===== config.mk =====
export PLATFORM = sky130hd
export DESIGN_NAME = sample_to_attenuation_quantizer_unit
export DESIGN_NICKNAME = d
export VERILOG_FILES = /design/src/rtl/staq_pkg.sv /design/src/rtl/sample_to_attenuation_quantizer_unit.sv
export SDC_FILE = /design/constraint.sdc
export NUM_CORES = 1
export LEC_CHECK = 0
export BUFFER_PORTS_ARGS = -buffer_cell sky130_fd_sc_hd__clkbuf_2
export CAP_MARGIN = 20
export CORE_UTILIZATION = 35
export DETAILED_ROUTE_END_ITERATION = 7
export SLEW_MARGIN = 20
export SYNTH_ARGS = -nofsm -noshare
export SYNTH_HDL_FRONTEND = slang
export SYNTH_SLANG_ARGS = --single-unit

===== constraint.sdc =====
create_clock -name clk -period 11.9 [get_ports clk]
set_input_delay 2.38 -clock clk [delete_from_list [all_inputs] [get_ports clk]]
set_output_delay 2.38 -clock clk [all_outputs]
set_load 0.03 [all_outputs]

===== src/rtl/staq_pkg.sv =====
`timescale 1ns / 1ps
`default_nettype none
// ----------------------------------------------------------------------------
// Sample to attenuation quantizer package
// Level tables and the nearest-level search of the quantizer, and register map
// codes shared by the quantizer, its checker and the testbench.
// ----------------------------------------------------------------------------
package staq_pkg;

    localparam int unsigned NUM_LEVELS = 16;
    localparam int unsigned IDX_W      = $clog2(NUM_LEVELS);
    localparam int unsigned SAMPLE_W   = 8;
    localparam int unsigned BYTE_W     = 8;
    localparam int unsigned PADDR_W    = 3;
    localparam int unsigned PDATA_W    = 32;

    typedef logic [SAMPLE_W-1:0] level_t;
    typedef logic [IDX_W-1:0]    level_idx_t;
    typedef logic [BYTE_W-1:0]   out_byte_t;

    localparam logic REG_USE_REAL_TABLE = 1'b0;
    localparam logic REG_PACK_MODE      = 1'b1;

    localparam out_byte_t CMD_PREFIX = 8'h90;

    localparam level_t TUNED_LEVELS [NUM_LEVELS] = '{
        8'd255, 8'd191, 8'd159, 8'd143, 8'd135, 8'd131, 8'd129, 8'd128,
        8'd127, 8'd125, 8'd121, 8'd113, 8'd97,  8'd65,  8'd30,  8'd0
    };

    localparam level_t REAL_LEVELS [NUM_LEVELS] = '{
        8'd254, 8'd202, 8'd160, 8'd128, 8'd100, 8'd80, 8'd64, 8'd50,
        8'd40,  8'd32,  8'd24,  8'd20,  8'd16,  8'd12, 8'd10, 8'd0
    };

    // Distances are compared in a four-level tree. The left operand always
    // covers the lower indices, so it wins on a tie.
    function automatic level_idx_t nearest_index(input level_t smp, input logic use_real);
        level_t     lvl;
        level_t     d1 [16];
        level_idx_t i1 [16];
        level_t     d2 [8];
        level_idx_t i2 [8];
        level_t     d3 [4];
        level_idx_t i3 [4];
        level_t     d4 [2];
        level_idx_t i4 [2];
        for (int k = 0; k < 16; k++)
        begin
            lvl   = use_real ? REAL_LEVELS[k] : TUNED_LEVELS[k];
            d1[k] = (lvl > smp) ? level_t'(lvl - smp) : level_t'(smp - lvl);
            i1[k] = level_idx_t'(k);
        end
        for (int k = 0; k < 8; k++)
        begin
            if (d1[2*k+1] < d1[2*k])
            begin
                d2[k] = d1[2*k+1];
                i2[k] = i1[2*k+1];
            end
            else
            begin
                d2[k] = d1[2*k];
                i2[k] = i1[2*k];
            end
        end
        for (int k = 0; k < 4; k++)
        begin
            if (d2[2*k+1] < d2[2*k])
            begin
                d3[k] = d2[2*k+1];
                i3[k] = i2[2*k+1];
            end
            else
            begin
                d3[k] = d2[2*k];
                i3[k] = i2[2*k];
            end
        end
        for (int k = 0; k < 2; k++)
        begin
            if (d3[2*k+1] < d3[2*k])
            begin
                d4[k] = d3[2*k+1];
                i4[k] = i3[2*k+1];
            end
            else
            begin
                d4[k] = d3[2*k];
                i4[k] = i3[2*k];
            end
        end
        return (d4[1] < d4[0]) ? i4[1] : i4[0];
    endfunction

endpackage
`default_nettype wire


===== src/rtl/sample_to_attenuation_quantizer_unit.sv =====
`timescale 1ns / 1ps
`default_nettype none
// A result request is formed from the input register and held in the result register.
// Throughput: one sample per cycle while the result register is not stalled; the input register and the result register
// let a new sample enter while a finished result waits to be taken.
// In pack mode a request leaves for each pair of samples; a lone last sample is dropped.
// Reset: rst_n clears both configuration registers, the pair state and the valid flags.
// ----------------------------------------------------------------------------
// Sample to attenuation quantizer
// Maps each 8-bit sample to the nearest of 16 levels and emits command bytes
// or packed index pairs.
// ----------------------------------------------------------------------------
module sample_to_attenuation_quantizer_unit
(
    input  wire logic                          clk,
    input  wire logic                          rst_n,
    input  wire logic                          psel,
    input  wire logic                          penable,
    input  wire logic                          pwrite,
    input  wire logic [staq_pkg::PADDR_W-1:0]  paddr,
    input  wire logic [staq_pkg::PDATA_W-1:0]  pwdata,
    output logic      [staq_pkg::PDATA_W-1:0]  prdata,
    output logic                               pready,
    input  wire logic                          s_axis_tvalid,
    output logic                               s_axis_tready,
    input  wire logic [staq_pkg::SAMPLE_W-1:0] s_axis_tdata,   // [7:0] sample
    input  wire logic                          s_axis_tlast,   // last_sample
    output logic                               m_axis_tvalid,
    input  wire logic                          m_axis_tready,
    output logic      [staq_pkg::BYTE_W-1:0]   m_axis_tdata    // [7:0] out_byte
);
    import staq_pkg::*;

    logic       use_real_reg;
    logic       use_real_next;
    logic       pack_mode_reg;
    logic       pack_mode_next;
    logic       in_valid_reg;
    logic       in_valid_next;
    level_t     sample_reg;
    logic       last_reg;
    logic       half_full_reg;
    logic       half_full_next;
    level_idx_t held_reg;
    level_idx_t held_next;
    logic       out_valid_reg;
    logic       out_valid_next;
    out_byte_t  out_byte_reg;
    out_byte_t  out_byte_next;

    logic       cfg_write;
    logic       in_take;
    logic       produce;
    logic       advance;
    level_idx_t idx;

    assign pready    = 1'b1;
    assign cfg_write = psel && penable && pwrite && pready;

    always_comb
    begin
        use_real_next  = use_real_reg;
        pack_mode_next = pack_mode_reg;
        if (cfg_write)
        begin
            unique case (paddr[2])
                REG_USE_REAL_TABLE: use_real_next  = pwdata[0];
                REG_PACK_MODE:      pack_mode_next = pwdata[0];
                default:            use_real_next  = use_real_reg;
            endcase
        end
    end

    always_comb
    begin
        prdata = '0;
        unique case (paddr[2])
            REG_USE_REAL_TABLE: prdata[0] = use_real_reg;
            REG_PACK_MODE:      prdata[0] = pack_mode_reg;
            default:            prdata[0] = 1'b0;
        endcase
    end

    assign idx           = nearest_index(sample_reg, use_real_reg);
    assign produce       = !pack_mode_reg || half_full_reg;
    assign advance       = in_valid_reg && (!produce || !out_valid_reg || m_axis_tready);
    assign s_axis_tready = !in_valid_reg || advance;
    assign in_take       = s_axis_tvalid && s_axis_tready;
    assign in_valid_next = in_take || (in_valid_reg && !advance);

    always_comb
    begin
        half_full_next = half_full_reg;
        held_next      = held_reg;
        if (advance)
        begin
            if (pack_mode_reg)
            begin
                if (half_full_reg)
                begin
                    half_full_next = 1'b0;
                    held_next      = '0;
                end
                else if (!last_reg)
                begin
                    half_full_next = 1'b1;
                    held_next      = idx;
                end
            end
            if (last_reg)
            begin
                half_full_next = 1'b0;
                held_next      = '0;
            end
        end
    end

    always_comb
    begin
        out_byte_next  = out_byte_reg;
        out_valid_next = out_valid_reg && !m_axis_tready;
        if (advance && produce)
        begin
            out_valid_next = 1'b1;
            if (pack_mode_reg)
            begin
                out_byte_next = {held_reg, idx};
            end
            else
            begin
                out_byte_next = CMD_PREFIX | out_byte_t'(idx);
            end
        end
    end

    always_ff @(posedge clk or negedge rst_n)
    begin
        if (!rst_n)
        begin
            use_real_reg  <= 1'b0;
            pack_mode_reg <= 1'b0;
            in_valid_reg  <= 1'b0;
            half_full_reg <= 1'b0;
            held_reg      <= '0;
            out_valid_reg <= 1'b0;
        end
        else
        begin
            use_real_reg  <= use_real_next;
            pack_mode_reg <= pack_mode_next;
            in_valid_reg  <= in_valid_next;
            half_full_reg <= half_full_next;
            held_reg      <= held_next;
            out_valid_reg <= out_valid_next;
        end
    end

    always_ff @(posedge clk)
    begin
        if (in_take)
        begin
            sample_reg <= s_axis_tdata;
            last_reg   <= s_axis_tlast;
        end
        out_byte_reg <= out_byte_next;
    end

    assign m_axis_tvalid = out_valid_reg;
    assign m_axis_tdata  = out_byte_reg;

endmodule
`default_nettype wire


# Word level (Yosys, flattened, before mapping)
# Cells that the tools add are included.
# totals
reg_bits	26
latch_bits	0
mem_bits_rw	0
mem_bits_ro	0
inputBits	51
out_inout_bits	43
word_cells	163
n_memories	0
# classes
add_sub_neg	31
multipliers	0
n_div	0
magnitude_cmp	31
eq_ne	0
n_shift	0
muxes	68
bitwise_logic	1
reduce_logical	22
# op_table
op	count
two-way mux 8 bit	34
subtractor 8 bit	16
less-than comparator 8 bit	15
greater-than comparator 8 bit	8
two-way mux 7 bit	7
greater-than comparator 7 x 8 -> 1 bit	6
subtractor 7 x 8 -> 8 bit	6
subtractor 8 x 7 -> 8 bit	6
two-way mux 4 bit	11
two-way mux 1 bit	13
greater-than comparator 1 x 8 -> 1 bit (first input constant)	1
greater-than comparator 5 x 8 -> 1 bit	1
subtractor 1 x 8 -> 8 bit (first input constant)	1
subtractor 5 x 8 -> 8 bit	1
subtractor 8 x 5 -> 8 bit	1
logical AND 1 bit	7
zero test 1 bit	6
two-way mux 6 bit	1
AND reduction 2 bit	3
logical OR 1 bit	5
two-way mux 5 bit	1
case mux 1 bit (2 select lines)	1
nonzero test 2 bit	1
inverter 1 bit	1

# Depth between registers and ports, before layout
# depth
depth_word	14
depth_mapped	51

# Worst setup path after synthesis
# Ideal clock, no wire load.
# synth_path
kind	reg2reg
from	reg use_real_reg
to	reg out_byte_reg[0], in the netlist m_axis_tdata[0], data pin
setup_ns	0.262
t_arrival_ns	9.232
t_required_ns	11.638
path_slack_ns	2.406
path_stages_with_launch	47
path_buffers	5
synth_period_minus_slack_ns	9.494
path_cell_list	dfrtp_1 inv_1 ha_1 buf_2 nor2b_1 and4_1 or3_1 buf_2 clkbuf_1 a211o_1 nand2_1 o21ai_0 xnor2_1 inv_1 ha_1 o2111ai_1 o21ai_0 a31oi_4 [11 not listed] ha_1 a21o_1 a21o_1 a21o_1 nand2b_1 o22a_1 buf_2 nor2_1 a21oi_1 ha_1 nand4_1 inv_1 nand4_1 a2111o_1 o211ai_2 inv_1 o21ai_0 o22ai_1
# synth_via
elab_chain_cells	11
# synth_rtl
element	line	rtl
start, declared	sample_to_attenuation_quantizer_unit.sv:34	logic use_real_reg;
start signal, assigned	sample_to_attenuation_quantizer_unit.sv:149	use_real_reg <= use_real_next;
two-way mux 5 bit (tied with other cells)	staq_pkg.sv:50	lvl = use_real ? REAL_LEVELS[k] : TUNED_LEVELS[k];
subtractor 8 x 5 -> 8 bit (tied with other cells)	staq_pkg.sv:51	d1[k] = (lvl > smp) ? level_t'(lvl - smp) : level_t'(smp - lvl);
two-way mux 8 bit	staq_pkg.sv:51	
less-than comparator 8 bit	staq_pkg.sv:56	if (d1[2*k+1] < d1[2*k])
two-way mux 8 bit	staq_pkg.sv:56	
less-than comparator 8 bit	staq_pkg.sv:69	if (d2[2*k+1] < d2[2*k])
two-way mux 8 bit	staq_pkg.sv:69	
less-than comparator 8 bit	staq_pkg.sv:82	if (d3[2*k+1] < d3[2*k])
two-way mux 8 bit	staq_pkg.sv:82	
less-than comparator 8 bit	staq_pkg.sv:93	return (d4[1] < d4[0]) ? i4[1] : i4[0];
two-way mux 4 bit (*)	staq_pkg.sv:93	
named net idx[0]	sample_to_attenuation_quantizer_unit.sv:55	level_idx_t idx;
end signal, assigned	sample_to_attenuation_quantizer_unit.sv:165	out_byte_reg <= out_byte_next;
end, declared	sample_to_attenuation_quantizer_unit.sv:48	out_byte_t out_byte_reg;
# The timed path passes the listed nets; every way through them passes the cells marked *.
# A chain may end at the register's enable or synchronous reset.

# Worst setup path after layout
# Same ends and word-level chain as after synthesis.

==> run_results.csv <==
group,metric,value,unit
logic_synthesis,netlist_instances,1361,
cts,clockRootBuffer,"clkbuf_16",
global_routing,antenna_found_initial,0,
status,status,"complete, no violations",
critical_path,cp-endpoint,"m_axis_tdata[0]",
sta,rsz0062_at_grt,"no",
route,ant_nets,0,
logic_synthesis,synth-edff-count,17,
logic_synthesis,ys_async_sr_fraction,34.6,%
global_routing,grt_use_total,23.3,%
cts,cts_hold_repair.buffers,0,
cts,post_cts_buffers,0,
finish,final_cells,1720,
critical_path,crit_path_end_kind,"flip-flop",
logic_synthesis,yosysWarnings,0,
global_routing,grt_max_degree,46,
critical_path,crit_path_top_delay_cell,"nor2b_1",
critical_path,arrival,10770,ps
placement,io_buffers,28,
logic_synthesis,synth_compound_area_share,31.9,%
die,initial_core_util,36.1,%
logic_synthesis,synthTopCellsByCount,"139 x a21oi_1, 128 x ha_1, 117 x nor2_1",
logic_synthesis,netlist.area_leader.share,16.3,%
route,firstDrtPassIters,6,
global_routing,first_global_vias,9540,
die,core,27300,sq um
sta,max_slew_margin,24.8,%
sta,fmax,92.8,MHz
cts,cts-htree-levels,1,
finish,drive_gt1_share,8.16,%
placement,dpl-instance-area,10200,sq um
critical_path,cpMostUsedCell,"a21o_1",
logic_synthesis,synth_top_family_by_area,"compound AO/OA/AOI/OAI gates",
sta,hold_ws,457,ps
critical_path,crit_start,"use_real_reg",
die,dieArea,28800,sq um
sta,min_period_over_period,90.5,%
logic_synthesis,ys.flop_type,"edfxtp_1",
sta,tightest_slew,1110,ps
route,wl_per_cell,19.8,um
cts,cts.clk_slew.worst_paths,60,ps
logic_synthesis,synth-xor-area-share,7.57,%
sta,finalSetupTns,0,ps
critical_path,reg2reg_from,"use_real_reg",
global_routing,grt_pass1_wl,53.2,mm
global_routing,grt_overflow,0,
route,drc,0,
logic_synthesis,yosysMostFrequentCell,"a21oi_1",
sta,fin_crit,10770,ps
cts,insertion_delay,250,ps
critical_path,crit_type,"flip-flop to flip-flop",
job,maxCapViolCount,0,
critical_path,required,11900,ps
min_path,hp-class,"flip-flop to flip-flop",
cts,cts_resized,0,
die,die_w,170,um
logic_synthesis,synth_seq_cells,26,
cts,cts.sinks,26,
sta,drv_slew,0,
logic_synthesis,syn_area,9830,sq um
die,io_pins,94,
cts,cts_buffers,3,
logic_synthesis,yosys-top-cells-area,"ha_1 16%, a21oi_1 7.1%, xnor2_1 6.7%, mux2i_1 6.1%, edfxtp_1 5.2%",
logic_synthesis,yosys.area.top_type,"ha_1",
sta,hold_viol_final,0,
critical_path,cp_slowest_stage_delay,570,ps
cts,cts_tree,"done",
critical_path,r2r_end,"m_axis_tdata[0]",
logic_synthesis,yosysUniqueCellTypes,94,
die,die_h,170,um
placement,gp_congestion,0.948,
route,wl,34.1,mm
route,via_per_inst,6.01,
critical_path,reg2reg_depth,43,
critical_path,regToRegSetupSlack,1130,ps
placement,dp.cells,1716,
route,drt_iter0_markers,928,
critical_path,crit_fanout,17,
die,rows,60,
sta,setup_viol,0,
min_path,worstHoldPathCells,2,
route,vias,10329,
finish,fillers,2911,
sta,fin_skew,2.24,ps
finish,final_area,10300,sq um
logic_synthesis,synthSimpleGateAreaFrac,19.0,%
critical_path,start_kind,"flip-flop",
logic_synthesis,muxShareOfSynthArea,7.82,%
logic_synthesis,avgSynthCellArea,7.23,sq um
finish,area_growth,4.80,%
finish,finalNetCount,1533,
logic_synthesis,yosysSeqAreaShare,7.48,%
finish,antenna_cells,0,
cts,cts_max_path_buffers,2,
placement,hpwl,26.6,mm
logic_synthesis,synthAdderAreaFrac,17.5,%
## metal layers
metal,GRT usage [%],up-vias,share of wire [%]
met5,0,-,0
li1,-,4941,-
met1,32.5,4896,45
met3,2.47,75,6.8
met2,36.2,417,43
met4,10.0,0,4.7
## through the flow
stage	worst slack (ps)	utilization [%]
2_1_floorplan	2410	-
3_3_place_gp	1400	37.5
3_5_place_dp	1270	37.5
4_1_cts	1260	37.8
5_1_grt	290	37.8
6_report	1130	37.8
## how the worst min path moves through the flow
stage / from / end / slack [ps]
5_1_grt: held_reg[3] / held_reg[3] / 500
3_3_place_gp: held_reg[3] / held_reg[3] / 450
3_5_place_dp: held_reg[3] / held_reg[3] / 450
4_1_cts: held_reg[3] / held_reg[3] / 460
6_report: held_reg[3] / held_reg[3] / 460
2_1_floorplan: held_reg[3] / held_reg[3] / 430
## cell usage in the layout (no fill, tap or decap), types with 17 or more instances in the layout
cell	netlist	layout
ha_1	128	128
o21ai_0	85	85
edfxtp_1	17	17
o211ai_1	24	24
a31oi_1	27	27
nand2b_1	20	20
xnor2_1	75	75
conb_1	2	32
clkbuf_2	0	28
mux2i_1	60	60
a21o_1	38	38
nand4_1	20	20
nand3_1	25	25
inv_1	66	66
nor3_1	25	24
a211oi_1	17	17
buf_4	35	30
o21a_1	21	21
a21oi_1	139	139
nor2_1	117	117
nor2b_1	23	23
nand2_1	99	99
## worst max-delay path: cells and delay by family (launching register included)
| family | cells | cell delay [ps] |
|---|---|---|
| xor+xnor | 1 | 200 |
| fa+ha+maj | 5 | 1630 |
| flops | 1 | 420 |
| mux | 1 | 410 |
| simple gates | 9 | 2260 |
| buf+inv | 6 | 1010 |
| compound gates | 21 | 4590 |
## cell families (layout without fill, tap and decap cells)
kind of cell,after synthesis,in the layout
muxes,75,75
xor gates and xnor gates,85,85
adders and majority gates,135,135
other,2,32
buffers and inverters,180,137
DFF,26,26
AOI/OAI and AO/OA,471,471
and+or+nand+nor,387,387
## layout make-up
class | count | area [sq um] | area share (%)
multi-input cells | 1185 | 8370 | 81.2
flip-flops and latches | 26 | 736 | 7.14
well taps | 372 | 465 | 4.52
repair buffers | 59 | 377 | 3.65
inverters | 74 | 278 | 2.70
clock buffers | 4 | 78.8 | 0.765
Power is left out: the tool's default activity adds up to more than one toggle a clock period on the data nets, which glitch-free logic cannot reach.
